File: src/hw/rtl/sfd_pkg.sv
// Shared types and constants of the sensor frame deframer.
// Holds the parser phase and event codes, register indexes and reset values.
// Depends on nothing; imported by sensor_frame_deframer_core.
package sfd_pkg;

  typedef enum logic [2:0] {
    PH_IDLE  = 3'd0,
    PH_START = 3'd1,
    PH_VER   = 3'd2,
    PH_DATA  = 3'd3,
    PH_CHK1  = 3'd4,
    PH_CHK2  = 3'd5,
    PH_END   = 3'd6
  } phase_e;

  typedef enum logic [2:0] {
    EV_NONE   = 3'd0,
    EV_START  = 3'd1,
    EV_GOOD   = 3'd2,
    EV_BADVER = 3'd3,
    EV_ZERO   = 3'd4,
    EV_BADEND = 3'd5
  } event_e;

  typedef enum logic [1:0] {
    REG_START_MARKER  = 2'd0,
    REG_VERSION_VALUE = 2'd1,
    REG_END_MARKER    = 2'd2,
    REG_RECORD_LENGTH = 2'd3
  } reg_idx_e;

  localparam logic [7:0] START_MARKER_RST  = 8'hAA;
  localparam logic [7:0] VERSION_VALUE_RST = 8'h01;
  localparam logic [7:0] END_MARKER_RST    = 8'h55;
  localparam logic [3:0] RECORD_LENGTH_RST = 4'd5;

endpackage

File: src/hw/rtl/sensor_frame_deframer_core.sv
// Sensor frame deframer: parser state, statistics counters and result register.
// Depends on sfd_pkg for phase and event codes and register reset values.
//
// Usage:
// Received bytes enter on the rx channel (rx_valid_i / rx_ready_o / rx_byte_i).
// Each accepted byte yields exactly one result on the res channel: an event
// code, the running frame length, the record count from the frame header, the
// wrapping byte, good frame and bad frame counters, the largest record count
// seen, and the parser phase after that byte.
// The result of a byte is registered and is valid in the cycle after the byte
// is accepted. Throughput is one byte per cycle while the receiver takes each
// result, set by the single update of the parser registers, which all sit behind one level of logic.
// The result register acts as the output stage: a new byte is taken whenever
// the register is empty or its result is taken in the same cycle. When the
// receiver stalls, the pending result holds and rx_ready_o drops until it
// leaves, so nothing is lost or repeated.
// The APB port writes start_marker, version_value, end_marker and
// record_length at byte addresses 0, 4, 8 and 12; write only while idle.
// Reset clears the parser to idle, zeroes all counters, restores the register
// defaults and empties the result register.
module sensor_frame_deframer_core #(
  parameter int STAT_WIDTH = 32
) (
  input  logic        clk_i,
  input  logic        rst_ni,
  // Byte input channel.
  input  logic        rx_valid_i,
  output logic        rx_ready_o,
  input  logic [7:0]  rx_byte_i,
  // Result channel.
  output logic        res_valid_o,
  input  logic        res_ready_i,
  output logic [2:0]  event_res_o,
  output logic [11:0] frame_length_o,
  output logic [7:0]  record_count_o,
  output logic [31:0] bytes_seen_o,
  output logic [31:0] good_frames_o,
  output logic [31:0] bad_frames_o,
  output logic [7:0]  largest_count_o,
  output logic [2:0]  parser_phase_o,
  // Configuration port.
  input  logic        psel,
  input  logic        penable,
  input  logic        pwrite,
  input  logic [3:0]  paddr,
  input  logic [31:0] pwdata,
  output logic [31:0] prdata,
  output logic        pready
);
  import sfd_pkg::*;

  // Configuration registers.
  logic [7:0] start_marker_q, version_value_q, end_marker_q;
  logic [3:0] record_length_q;
  logic       cfg_wr;
  reg_idx_e   cfg_idx;

  // Parser state.
  phase_e                  phase_q, phase_d;
  logic [7:0]              header_count_q, header_count_d;
  logic [7:0]              record_index_q, record_index_d;
  logic [3:0]              byte_index_q, byte_index_d;
  logic [11:0]             length_q, length_d;
  logic [STAT_WIDTH-1:0]   bytes_q, bytes_d;
  logic [STAT_WIDTH-1:0]   good_q, good_d;
  logic [STAT_WIDTH-1:0]   bad_q, bad_d;
  logic [7:0]              max_count_q, max_count_d;
  event_e                  event_d;

  // Incremented forms used by the next-state logic.
  logic [3:0]              byte_index_inc;
  logic [7:0]              record_index_inc;
  logic [63:0]             bytes_ext, good_ext, bad_ext;

  logic rx_accept;
  logic res_valid_q;

  assign pready  = 1'b1;
  assign cfg_idx = reg_idx_e'(paddr[3:2]);
  assign cfg_wr  = psel && penable && pwrite;

  always_comb begin
    case (cfg_idx)
      REG_START_MARKER:  prdata = {24'd0, start_marker_q};
      REG_VERSION_VALUE: prdata = {24'd0, version_value_q};
      REG_END_MARKER:    prdata = {24'd0, end_marker_q};
      REG_RECORD_LENGTH: prdata = {28'd0, record_length_q};
      default:           prdata = 32'd0;
    endcase
  end

  always_ff @(posedge clk_i or negedge rst_ni) begin
    if (!rst_ni) begin
      start_marker_q  <= START_MARKER_RST;
      version_value_q <= VERSION_VALUE_RST;
      end_marker_q    <= END_MARKER_RST;
      record_length_q <= RECORD_LENGTH_RST;
    end else if (cfg_wr) begin
      case (cfg_idx)
        REG_START_MARKER:  start_marker_q  <= pwdata[7:0];
        REG_VERSION_VALUE: version_value_q <= pwdata[7:0];
        REG_END_MARKER:    end_marker_q    <= pwdata[7:0];
        REG_RECORD_LENGTH: record_length_q <= pwdata[3:0];
        default: begin
        end
      endcase
    end
  end

  // A byte is taken when the result register is empty or drains this cycle.
  assign rx_ready_o = !res_valid_q || res_ready_i;
  assign rx_accept  = rx_valid_i && rx_ready_o;

  assign byte_index_inc   = byte_index_q + 4'd1;
  assign record_index_inc = record_index_q + 8'd1;

  // Next state for one byte. Every frame byte after the start marker adds one
  // to the frame length; the start marker itself restarts it at one.
  always_comb begin
    phase_d        = phase_q;
    header_count_d = header_count_q;
    record_index_d = record_index_q;
    byte_index_d   = byte_index_q;
    length_d       = length_q;
    bytes_d        = bytes_q + STAT_WIDTH'(1);
    good_d         = good_q;
    bad_d          = bad_q;
    max_count_d    = max_count_q;
    event_d        = EV_NONE;

    if (phase_q != PH_IDLE) begin
      length_d = length_q + 12'd1;
    end

    case (phase_q)
      PH_IDLE: begin
        if (rx_byte_i == start_marker_q) begin
          phase_d  = PH_START;
          length_d = 12'd1;
          event_d  = EV_START;
        end
      end
      PH_START: begin
        if (rx_byte_i == version_value_q) begin
          phase_d = PH_VER;
        end else begin
          phase_d = PH_IDLE;
          bad_d   = bad_q + STAT_WIDTH'(1);
          event_d = EV_BADVER;
        end
      end
      PH_VER: begin
        header_count_d = rx_byte_i;
        record_index_d = 8'd0;
        byte_index_d   = 4'd0;
        if (rx_byte_i > max_count_q) begin
          max_count_d = rx_byte_i;
        end
        if (rx_byte_i == 8'd0) begin
          phase_d = PH_IDLE;
          bad_d   = bad_q + STAT_WIDTH'(1);
          event_d = EV_ZERO;
        end else begin
          phase_d = PH_DATA;
        end
      end
      PH_DATA: begin
        // A record length of zero lets the byte index wrap, giving 16 bytes.
        byte_index_d = byte_index_inc;
        if (byte_index_inc == record_length_q) begin
          byte_index_d   = 4'd0;
          record_index_d = record_index_inc;
          if (record_index_inc >= header_count_q) begin
            phase_d = PH_CHK1;
          end
        end
      end
      PH_CHK1: begin
        phase_d = PH_CHK2;
      end
      PH_CHK2: begin
        phase_d = PH_END;
      end
      default: begin
        // The end marker is expected here.
        if (rx_byte_i == end_marker_q) begin
          good_d  = good_q + STAT_WIDTH'(1);
          event_d = EV_GOOD;
        end else begin
          bad_d   = bad_q + STAT_WIDTH'(1);
          event_d = EV_BADEND;
        end
        phase_d = PH_IDLE;
      end
    endcase
  end

  always_ff @(posedge clk_i or negedge rst_ni) begin
    if (!rst_ni) begin
      phase_q        <= PH_IDLE;
      header_count_q <= 8'd0;
      record_index_q <= 8'd0;
      byte_index_q   <= 4'd0;
      length_q       <= 12'd0;
      bytes_q        <= '0;
      good_q         <= '0;
      bad_q          <= '0;
      max_count_q    <= 8'd0;
    end else if (rx_accept) begin
      phase_q        <= phase_d;
      header_count_q <= header_count_d;
      record_index_q <= record_index_d;
      byte_index_q   <= byte_index_d;
      length_q       <= length_d;
      bytes_q        <= bytes_d;
      good_q         <= good_d;
      bad_q          <= bad_d;
      max_count_q    <= max_count_d;
    end
  end

  // The counters may be narrower or wider than the 32-bit result fields.
  assign bytes_ext = 64'(bytes_d);
  assign good_ext  = 64'(good_d);
  assign bad_ext   = 64'(bad_d);

  // Result register: valid is control state, the payload needs no reset.
  always_ff @(posedge clk_i or negedge rst_ni) begin
    if (!rst_ni) begin
      res_valid_q <= 1'b0;
    end else if (rx_accept) begin
      res_valid_q <= 1'b1;
    end else if (res_ready_i) begin
      res_valid_q <= 1'b0;
    end
  end

  always_ff @(posedge clk_i) begin
    if (rx_accept) begin
      event_res_o     <= event_d;
      frame_length_o  <= length_d;
      record_count_o  <= header_count_d;
      bytes_seen_o    <= bytes_ext[31:0];
      good_frames_o   <= good_ext[31:0];
      bad_frames_o    <= bad_ext[31:0];
      largest_count_o <= max_count_d;
      parser_phase_o  <= phase_d;
    end
  end

  assign res_valid_o = res_valid_q;

`ifndef SYNTHESIS
  // An accepted byte always leaves a result in the register.
  assert property (@(posedge clk_i) disable iff (!rst_ni)
    rx_accept |=> res_valid_o)
    else $error("accepted byte left no result");

  // A start marker seen while idle opens a frame of length one.
  assert property (@(posedge clk_i) disable iff (!rst_ni)
    (rx_accept && phase_q == PH_IDLE && rx_byte_i == start_marker_q) |=>
      (event_res_o == EV_START && parser_phase_o == PH_START && frame_length_o == 12'd1))
    else $error("start marker did not open a frame");

  // Every frame-ending event returns the parser to idle.
  assert property (@(posedge clk_i) disable iff (!rst_ni)
    (res_valid_o && (event_res_o == EV_GOOD || event_res_o == EV_BADEND ||
                     event_res_o == EV_BADVER || event_res_o == EV_ZERO)) |->
      parser_phase_o == PH_IDLE)
    else $error("frame ended but parser not idle");

  // The data phase is only reached with a nonzero record count.
  assert property (@(posedge clk_i) disable iff (!rst_ni)
    phase_q == PH_DATA |-> header_count_q != 8'd0)
    else $error("data phase with zero record count");

  // Without an accepted byte the byte counter holds.
  assert property (@(posedge clk_i) disable iff (!rst_ni)
    !rx_accept |=> $stable(bytes_q))
    else $error("byte counter moved without a byte");
`endif

endmodule
File: config.mk
export PLATFORM = sky130hd
export DESIGN_NAME = sensor_frame_deframer_core
export DESIGN_NICKNAME = d
export VERILOG_FILES = /design/src/hw/rtl/sfd_pkg.sv /design/src/hw/rtl/sensor_frame_deframer_core.sv
export SDC_FILE = /design/constraint.sdc
export NUM_CORES = 1
export LEC_CHECK = 0
export BUFFER_PORTS_ARGS = -buffer_cell sky130_fd_sc_hd__buf_2
export CORE_AREA = 3 3 199 201
export DETAILED_ROUTE_END_ITERATION = 7
export DIE_AREA = 0 0 202 204
export GPL_ROUTABILITY_DRIVEN = 0
export HOLD_SLACK_MARGIN = 0.06
export SYNTH_ARGS = -nofsm -noshare
export SYNTH_HDL_FRONTEND = slang
export SYNTH_SLANG_ARGS = --single-unit
File: constraint.sdc
create_clock -name clk_i -period 6.4 [get_ports clk_i]
set_clock_uncertainty 0.2 [all_clocks]
set_input_delay 1.6 -clock clk_i [delete_from_list [all_inputs] [get_ports clk_i]]
set_output_delay 1.6 -clock clk_i [all_outputs]
set_load 0.02 [all_outputs]
==> results.sh, run 1 <==
export IMPL_number_of_antenna_violations_at_the_first_check_in_global_routing=0
export IMPL_setup_slack_ns=1.932
export IMPL_clock_path_buffers=3
export IMPL_dp_hpwl_um=21260
export IMPL_final_nets=1489
export IMPL_cts_buffers_inserted=36
export IMPL_clk_pin_slew_ns=0.05
export IMPL_leading_cell_type_in_the_layout_fill_and_taps_excluded="buf_2"
export IMPL_worstHoldPathType="flop to flop"
export IMPL_avgRoutedWirePerCell_um=15.87
export IMPL_layout_core_utilization_pct=44.33
export IMPL_cp_common_cell="buf_2"
export IMPL_syn_area_per_cell_um2=11.41
export IMPL_crit_chain="buf_2 > mux4_2 > buf_2"
export IMPL_mapped_cell_area_um2=14340
export IMPL_number_of_violations_of_the_max_capacitance_limit=0
export IMPL_starting_density_of_the_core_pct=37.99
export IMPL_fin_area_um2=16740
export IMPL_layout_cells_most_common_list="buf_2, dfrtp_1, nand2_1, edfxtp_1, xor2_1"
export IMPL_synth_cell_types=57
export IMPL_dp_slack_ns=1.893
export IMPL_clk_latency_ns=0.52
export IMPL_syn_to_final_growth_pct=16.69
export IMPL_timing_critical_path_max_delay_family="multiplexers"
export IMPL_core_um2=37760
export IMPL_gr_total_overflow=0
export IMPL_worst_endpoint_required_ns=4.60
export IMPL_post_cts_repair_setup_buffers=0
export IMPL_vdd_drop_max_mv=0.2206
export IMPL_setup_tns_ns=0
export IMPL_finalCriticalPeriod_ns=4.468
export IMPL_setup_violations=0
export IMPL_grt_start_max_net_pins=86
export IMPL_detailed_place_area_um2=15600
export IMPL_avgViaCountPerCell=4.842
export IMPL_tritoncts_num_sinks=298
export IMPL_die_h_um=204
export IMPL_layout_drive_gt1_share_pct=21.71
export IMPL_num_fill_cells=3588
export IMPL_yosysSeqAreaShare_pct=56.63
export IMPL_die_area_um2=41210
export IMPL_leakage_dissipation_uw=0.007070
export IMPL_rsz0062_at_grt="no"
export IMPL_totalWireLength_um=30990
export IMPL_cts_resized=0
export IMPL_cts_tree="done"
export IMPL_drt_initial_drc_count=314
export IMPL_fmax_mhz=223.8
export IMPL_timing_critical_path_from_type="primary input"
export IMPL_crit_path_end_kind="primary output"
export IMPL_first_global_vias=9439
export IMPL_port_buffer_count=164
export IMPL_power_density_nw_per_um2=347.7
export IMPL_ioPinCount=216
export IMPL_h_tree_depth=2
export IMPL_synth_ff_type="dfrtp_1"
export IMPL_asyncSetResetFlopFracSynth_pct=56.38
export IMPL_worst_pin_slew_ns=1.124
export IMPL_share_of_the_clock_period_used_by_the_worst_path_pct=69.81
export IMPL_path_class="primary input to primary output"
export IMPL_n_antenna_cell=0
export IMPL_critical_path_buf_inv_count=2
export IMPL_yosysWarningCount=0
export IMPL_cts_root_buf="clkbuf_16"
export IMPL_cp_slowest_stage_delay_ns=0.58
export IMPL_run_status="finished, final reports clean"
export IMPL_hold_viol_final=0
export IMPL_row_count=71
export IMPL_synth_edf_count=130
export IMPL_maxSlewViolCount=0
export IMPL_detailedRoute_firstPassIterationCount=6
export IMPL_syn_inst=1257
export IMPL_die_w_um=202
export IMPL_route_detailed_drc=0
export IMPL_ant_nets_after_route=0
export IMPL_post_cts_hold_buffers=0
export IMPL_crit_fanout=12
export IMPL_critical_path_slowest_cell="mux4_2"
export IMPL_grt_util_all_layers_pct=15.16
export IMPL_route_vias_total=9456
export IMPL_synth_seq_cells=298
export IMPL_max_slew_margin_pct=24.65
export IMPL_critical_path_at_ns=2.67
export IMPL_wire_length_of_the_first_global_routing_pass_um=50550
==> worst paths after layout <==
check                                                from                        end  slack, ns  cells after the start
setup / recovery                                 paddr[2]                  prdata[0]       1.93                      3
hold / removal                      bad_q[31]$_DFFE_PN0P_      bad_q[31]$_DFFE_PN0P_       0.29                      1
setup reg to reg           version_value_q[0]$_DFFE_PN1P_  bad_frames_o[1]$_DFFE_PP_       3.27                      5
hold reg to reg                     bad_q[31]$_DFFE_PN0P_      bad_q[31]$_DFFE_PN0P_       0.29                      1
max in group asynchronous                          rst_ni     bytes_q[7]$_DFFE_PN0P_       3.83                      2
min in group asynchronous                          rst_ni    bytes_q[30]$_DFFE_PN0P_       0.91                      1
==> Yosys cell counts, types with 11 or more instances <==
cell | instances | area (um^2)
and3_1 | 21 | 131.4
buf_4 | 25 | 187.7
clkbuf_1 | 37 | 138.9
dfrtp_1 | 157 | 3929
dfstp_2 | 11 | 289.0
edfxtp_1 | 130 | 3904
ha_1 | 22 | 275.3
inv_1 | 31 | 116.4
mux2_2 | 50 | 563.0
nand2_1 | 130 | 488.0
nand2b_1 | 12 | 75.07
nand3_1 | 48 | 240.2
nand4_1 | 38 | 237.7
nor2_1 | 99 | 371.6
nor3_1 | 53 | 265.3
nor4_1 | 18 | 112.6
o21ai_0 | 50 | 250.2
xnor2_1 | 110 | 963.4
xor2_1 | 119 | 1042
==> logic make-up (layout without fill, tap and decap cells) <==
kind of cell             count (synthesis)  after routing  synth area share, %
buffers and inverters                  110            272                3.742
XOR/XNOR                               229            229                13.98
AO/OA/AOI/OAI                           83             83                3.350
AND/OR/NAND/NOR                        453            453                15.35
flip-flops                             298            298                56.63
other                                    2             25              0.05236
multiplexers                            60             60                4.973
adder cells (fa/ha/maj)                 22             22                1.919
==> layer usage <==
metal | up-vias | wire [um] | track usage (%)
met5 | - | 0 | 0
met4 | 0 | 895 | 5.059
met3 | 59 | 1511 | 3.344
met2 | 197 | 14480 | 24.70
met1 | 4594 | 14100 | 20.19
li1 | 4606 | - | -
==> stage by stage <==
step           std cells  hold slack, ns  total power, uW
2_1_floorplan       1280          0.2586             3539
5_1_grt             1953          0.3067             6165
6_report            1953          0.2876             5818
3_5_place_dp        1889          0.2799             3910
3_3_place_gp        1889          0.2751             3878
4_1_cts             1953          0.2905             5913
==> state kept, by name (all words and copies together) (netlist names), 12 cells and up <==
signal and cells:
good_frames_o 32, bad_frames_o 32, bad_q 32, bytes_q 32, length_q 12, good_q 32
frame_length_o 12, bytes_seen_o 32
==> layout make-up <==
cell class	instances	area, um^2	area share, %
well taps	511	639.4	3.820
repair buffers	177	937.1	5.600
clock buffers	48	1007	6.018
flip-flops and latches	298	8122	48.53
inverters	31	121.4	0.7252
multi-input cells	872	5777	34.52
clock inverters	16	132.6	0.7925
==> power by group <==
part           total, uW  switching [uW]  internal, uW  leakage, uW
Sequential          2620             260          2360      0.00336
Clock               1960             775          1180     0.000565
Combinational       1240             741           497      0.00315
Total               5820            1780          4040      0.00707
Note: power is estimated with default switching activity, not from simulation.
==> inputs of run 2 (changes only) <==
==> constraint.sdc (replaced) <==
create_clock -name clk_i -period 4.1 [get_ports clk_i]
set_clock_uncertainty 0.2 [all_clocks]
set_input_delay 1.025 -clock clk_i [delete_from_list [all_inputs] [get_ports clk_i]]
set_output_delay 1.025 -clock clk_i [all_outputs]
set_load 0.02 [all_outputs]
==> run 2 against run 1 <==
  * First-iteration DRC count up 16%
  * Clock-buffer cell count shrank 3
  * Non-clock buffer count grew 7
  * Die area is the same
  * Critical path depth unchanged
  * Register-to-register slack got worse by 2.2 ns
  * Clock power grew 79%
  * Total power rose by 65%
==> results.sh, run 2 (synthesized netlist as in run 1, its figures left out) <==
export IMPL_run_status="finished, final reports clean"
export IMPL_worst_pin_slew_ns=0.7732
export IMPL_clk_pin_slew_ns=0.06
export IMPL_post_cts_hold_buffers=0
export IMPL_wire_length_of_the_first_global_routing_pass_um=50170
export IMPL_cp_slowest_stage_delay_ns=0.58
export IMPL_power_density_nw_per_um2=564.5
export IMPL_starting_density_of_the_core_pct=37.99
export IMPL_detailedRoute_firstPassIterationCount=4
export IMPL_crit_chain="buf_2 > mux4_2 > buf_2"
export IMPL_ant_nets_after_route=0
export IMPL_worst_hold_slack_ns=0.2035
export IMPL_core_um2=37760
export IMPL_h_tree_depth=2
export IMPL_leakage_dissipation_uw=0.007190
export IMPL_die_h_um=204
export IMPL_path_class="primary input to primary output"
export IMPL_layout_cells_most_common_list="buf_2, dfrtp_1, nand2_1, edfxtp_1, xor2_1"
export IMPL_leading_cell_type_in_the_layout_fill_and_taps_excluded="buf_2"
export IMPL_worst_endpoint_required_ns=2.87
export IMPL_row_count=71
export IMPL_cp_common_cell="buf_2"
export IMPL_hold_viol_final=0
export IMPL_die_w_um=202
export IMPL_critical_path_at_ns=2.07
export IMPL_number_of_violations_of_the_max_capacitance_limit=0
export IMPL_syn_to_final_growth_pct=18.56
export IMPL_crit_path_end_kind="primary output"
export IMPL_cts_tree="done"
export IMPL_number_of_antenna_violations_at_the_first_check_in_global_routing=1
export IMPL_n_antenna_cell=0
export IMPL_max_slew_margin_pct=48.26
export IMPL_maxSlewViolCount=0
export IMPL_grt_util_all_layers_pct=15.08
export IMPL_totalWireLength_um=30880
export IMPL_clk_latency_ns=0.53
export IMPL_critical_path_buf_inv_count=2
export IMPL_num_fill_cells=3475
export IMPL_dp_slack_ns=0.5840
export IMPL_dp_hpwl_um=21140
export IMPL_drt_initial_drc_count=363
export IMPL_critical_path_slowest_cell="mux4_2"
export IMPL_final_nets=1495
export IMPL_setup_slack_ns=0.8006
export IMPL_setup_violations=0
export IMPL_grt_start_max_net_pins=64
export IMPL_vdd_drop_max_mv=0.2692
export IMPL_p_total_uw=9600
export IMPL_tritoncts_num_sinks=298
export IMPL_finalCriticalPeriod_ns=3.299
export IMPL_timing_critical_path_max_delay_family="multiplexers"
export IMPL_route_detailed_drc=0
export IMPL_ioPinCount=216
export IMPL_worst_r2r_cell_count=7
export IMPL_layout_core_utilization_pct=45.04
export IMPL_fmax_mhz=303.1
export IMPL_worst_path_stages=3
export IMPL_route_vias_total=9475
export IMPL_crit_fanout=12
export IMPL_timing_critical_path_from_type="primary input"
export IMPL_die_area_um2=41210
export IMPL_gr_total_overflow=0
export IMPL_avgViaCountPerCell=4.837
export IMPL_cts_root_buf="clkbuf_16"
export IMPL_port_buffer_count=164
export IMPL_share_of_the_clock_period_used_by_the_worst_path_pct=80.47
export IMPL_avgRoutedWirePerCell_um=15.77
export IMPL_clock_path_buffers=3
export IMPL_worstHoldPathType="primary input to asynchronous set/reset pin"
export IMPL_post_cts_repair_setup_buffers=0
export IMPL_setup_tns_ns=0
export IMPL_cts_buffers_inserted=35
export IMPL_cts_resized=0
export IMPL_rsz0062_at_grt="no"
export IMPL_first_global_vias=9374
export IMPL_layout_drive_gt1_share_pct=22.17
[run 2: final timing paths]
kind                                              start                            end  slack, ns
worst max register to register     bad_q[0]$_DFFE_PN0P_     bad_frames_o[30]$_DFFE_PP_       1.11
worst max-delay path                           paddr[2]                      prdata[0]       0.80
worst min-delay path                             rst_ni        bytes_q[29]$_DFFE_PN0P_       0.20
worst min register to register  bytes_q[31]$_DFFE_PN0P_        bytes_q[31]$_DFFE_PN0P_       0.29
min in group clk_i              bytes_q[31]$_DFFE_PN0P_        bytes_q[31]$_DFFE_PN0P_       0.29
max in group asynchronous                        rst_ni  start_marker_q[3]$_DFFE_PN1P_       2.63
[run 2: cell type report]
class | count | area, um^2 | area share [%]
Timing Repair Buffer | 184 | 1040 | 6.114
Clock buffer | 45 | 985.9 | 5.798
Clock inverter | 18 | 320.3 | 1.884
Sequential cell | 298 | 8122 | 47.76
Multi-Input combinational cell | 872 | 5777 | 33.97
Tap cell | 511 | 639.4 | 3.760
Inverter | 31 | 121.4 | 0.7137
[run 2: report_power, final]
part	switching, uW	internal [uW]
Clock	1240	2270
Combinational	1180	817
Sequential	408	3680
Total	2830	6770
[run 2: per-layer routing]
metal / global-route usage [%] / up-vias / wire [um]
met1: 20.86 / 4578 / 14270
li1: - / 4620 / -
met2: 23.87 / 224 / 14110
met4: 4.560 / 0 / 788
met3: 3.360 / 53 / 1716
met5: 0 / - / 0
[run 2: per-stage QoR]
| stage | cell area, um^2 | cells |
|---|---|---|
| after global routing | 17010 | 1959 |
| after floorplan | 14430 | 1280 |
| after CTS | 17010 | 1959 |
| final | 17010 | 1959 |
| after global placement | 15700 | 1896 |
| after detailed placement | 15700 | 1896 |
==> inputs of run 3 (changes only) <==
==> constraint.sdc (replaced) <==
create_clock -name clk_i -period 3.4 [get_ports clk_i]
set_clock_uncertainty 0.2 [all_clocks]
set_input_delay 0.85 -clock clk_i [delete_from_list [all_inputs] [get_ports clk_i]]
set_output_delay 0.85 -clock clk_i [all_outputs]
set_load 0.02 [all_outputs]
==> run 3 against run 2 <==
  * Via count barely moved
  * Sequential power rose by 21%
  * Final cell count grew 0.66%
  * Wire length fell by 0.41%
  * Die area unchanged
  * Total power rose by 14%
  * Clock power is 3% higher
  * Combinational power grew 21%
  * Critical path depth stayed put
  * Largest cell class unchanged
  * Clock-buffer cell count up 9
  * Non-clock buffer count rose by 12
==> results.sh, run 3 (synthesized netlist as in run 1, its figures left out) <==
export IMPL_path_class="primary input to primary output"
export IMPL_tritoncts_num_sinks=298
export IMPL_worst_endpoint_required_ns=2.35
export IMPL_cp_slowest_stage_delay_ns=0.55
export IMPL_setup_tns_ns=0
export IMPL_port_buffer_count=164
export IMPL_ioPinCount=216
export IMPL_leakage_dissipation_uw=0.007156
export IMPL_core_um2=37760
export IMPL_clock_path_buffers=3
export IMPL_avgRoutedWirePerCell_um=15.60
export IMPL_leading_cell_type_in_the_layout_fill_and_taps_excluded="buf_2"
export IMPL_run_status="finished, final reports clean"
export IMPL_fmax_mhz=341.4
export IMPL_avgViaCountPerCell=4.804
export IMPL_wl_met3_um=1544
export IMPL_route_detailed_drc=0
export IMPL_power_density_nw_per_um2=649.1
export IMPL_worst_hold_slack_ns=0.2873
export IMPL_critical_path_buf_inv_count=2
export IMPL_share_of_the_clock_period_used_by_the_worst_path_pct=86.15
export IMPL_worst_r2r_cell_count=7
export IMPL_grt_start_max_net_pins=66
export IMPL_totalWireLength_um=30760
export IMPL_crit_chain="buf_2 > mux4_2 > buf_2"
export IMPL_holdPathStages=1
export IMPL_grt_util_all_layers_pct=14.99
export IMPL_crit_fanout=12
export IMPL_die_h_um=204
export IMPL_rsz0062_at_grt="no"
export IMPL_gr_total_overflow=0
export IMPL_p_total_uw=10970
export IMPL_clk_latency_ns=0.53
export IMPL_n_antenna_cell=0
export IMPL_route_vias_total=9474
export IMPL_ant_nets_after_route=0
export IMPL_number_of_antenna_violations_at_the_first_check_in_global_routing=0
export IMPL_max_slew_margin_pct=56.47
export IMPL_worst_path_stages=3
export IMPL_timing_critical_path_from_type="primary input"
export IMPL_layout_drive_gt1_share_pct=22.31
export IMPL_cts_tree="done"
export IMPL_cts_root_buf="clkbuf_16"
export IMPL_layout_cells_most_common_list="buf_2, dfrtp_1, nand2_1, edfxtp_1, xor2_1"
export IMPL_crit_path_end_kind="primary output"
export IMPL_first_global_vias=9299
export IMPL_critical_path_slowest_cell="mux4_2"
export IMPL_wl_met2_um=14250
export IMPL_dp_hpwl_um=21690
export IMPL_timing_critical_path_max_delay_family="multiplexers"
export IMPL_post_cts_repair_setup_buffers=0
export IMPL_wirelength_met1_um=14320
export IMPL_starting_density_of_the_core_pct=37.99
export IMPL_drt_initial_drc_count=370
export IMPL_setup_violations=0
export IMPL_die_w_um=202
export IMPL_number_of_violations_of_the_max_capacitance_limit=0
export IMPL_worstHoldPathType="flop to flop"
export IMPL_layout_core_utilization_pct=44.75
export IMPL_cts_resized=0
export IMPL_critical_path_at_ns=1.88
export IMPL_vdd_drop_max_mv=0.3048
export IMPL_detailed_place_area_um2=15780
export IMPL_clk_pin_slew_ns=0.06
export IMPL_row_count=71
export IMPL_finalCriticalPeriod_ns=2.929
export IMPL_detailedRoute_firstPassIterationCount=4
export IMPL_maxSlewViolCount=0
export IMPL_syn_to_final_growth_pct=17.80
export IMPL_h_tree_depth=2
export IMPL_final_nets=1507
export IMPL_cts_buffers_inserted=35
export IMPL_cp_common_cell="buf_2"
export IMPL_wire_length_of_the_first_global_routing_pass_um=50060
export IMPL_die_area_um2=41210
export IMPL_worst_pin_slew_ns=0.6479
export IMPL_fin_area_um2=16900
export IMPL_hold_viol_final=0
export IMPL_maxUsedRoutingLayer="met4"
run 3: cell count changes in the layout (fill, tap and decap cells not counted), sizes merged, moves of 2 or more:
cell	change
buf	+11
clkbuf	+9
bufinv	-8
inv	+4
clkinv	-2
clkinvlp	-2
run 3: path summary, 6_finish.rpt:
path | end | slack, ns | startpoint
setup / recovery | prdata[0] | 0.47 | paddr[2]
hold / removal | bad_q[31]$_DFFE_PN0P_ | 0.29 | bad_q[31]$_DFFE_PN0P_
setup reg to reg | bad_frames_o[30]$_DFFE_PP_ | 0.51 | bad_q[0]$_DFFE_PN0P_
hold reg to reg | bad_q[31]$_DFFE_PN0P_ | 0.29 | bad_q[31]$_DFFE_PN0P_
max in group asynchronous | bad_q[2]$_DFFE_PN0P_ | 1.63 | rst_ni
min in group asynchronous | bytes_q[29]$_DFFE_PN0P_ | 0.62 | rst_ni
run 3: final cells by class:
type | instances | area, um^2
multi-input combinational | 872 | 5777
clock buffer | 54 | 1017
timing repair buffer | 196 | 1132
sequential | 298 | 8122
fill | 3487 | 20860
tap | 511 | 639.4
clock inverter | 10 | 86.33
inverter | 31 | 121.4
run 3: routing by layer:
metal	global-route usage [%]	up-vias
met3	3.440	47
met5	0	-
li1	-	4665
met2	23.89	192
met1	20.69	4570
met4	4.137	0
run 3: power breakdown:
group          internal [uW]  switching [uW]  leakage [uW]
logic                    999            1430       0.00326
registers               4440             488       0.00336
clock network           2140            1460      0.000541
run 3: repair_timing:
item / 4_1_cts / 5_1_grt
hold endpoints to repair: 38 / 0
hold buffers: 1 / 0
endpoints found under the setup margin: 0 / 0
run 3: per-stage QoR:
step	cells	setup slack, ns
floorplan	1280	0.08978
global placement	1907	0.2837
detailed placement	1907	0.2603
CTS	1972	0.4609
global route	1972	0.3235
finish	1972	0.4708
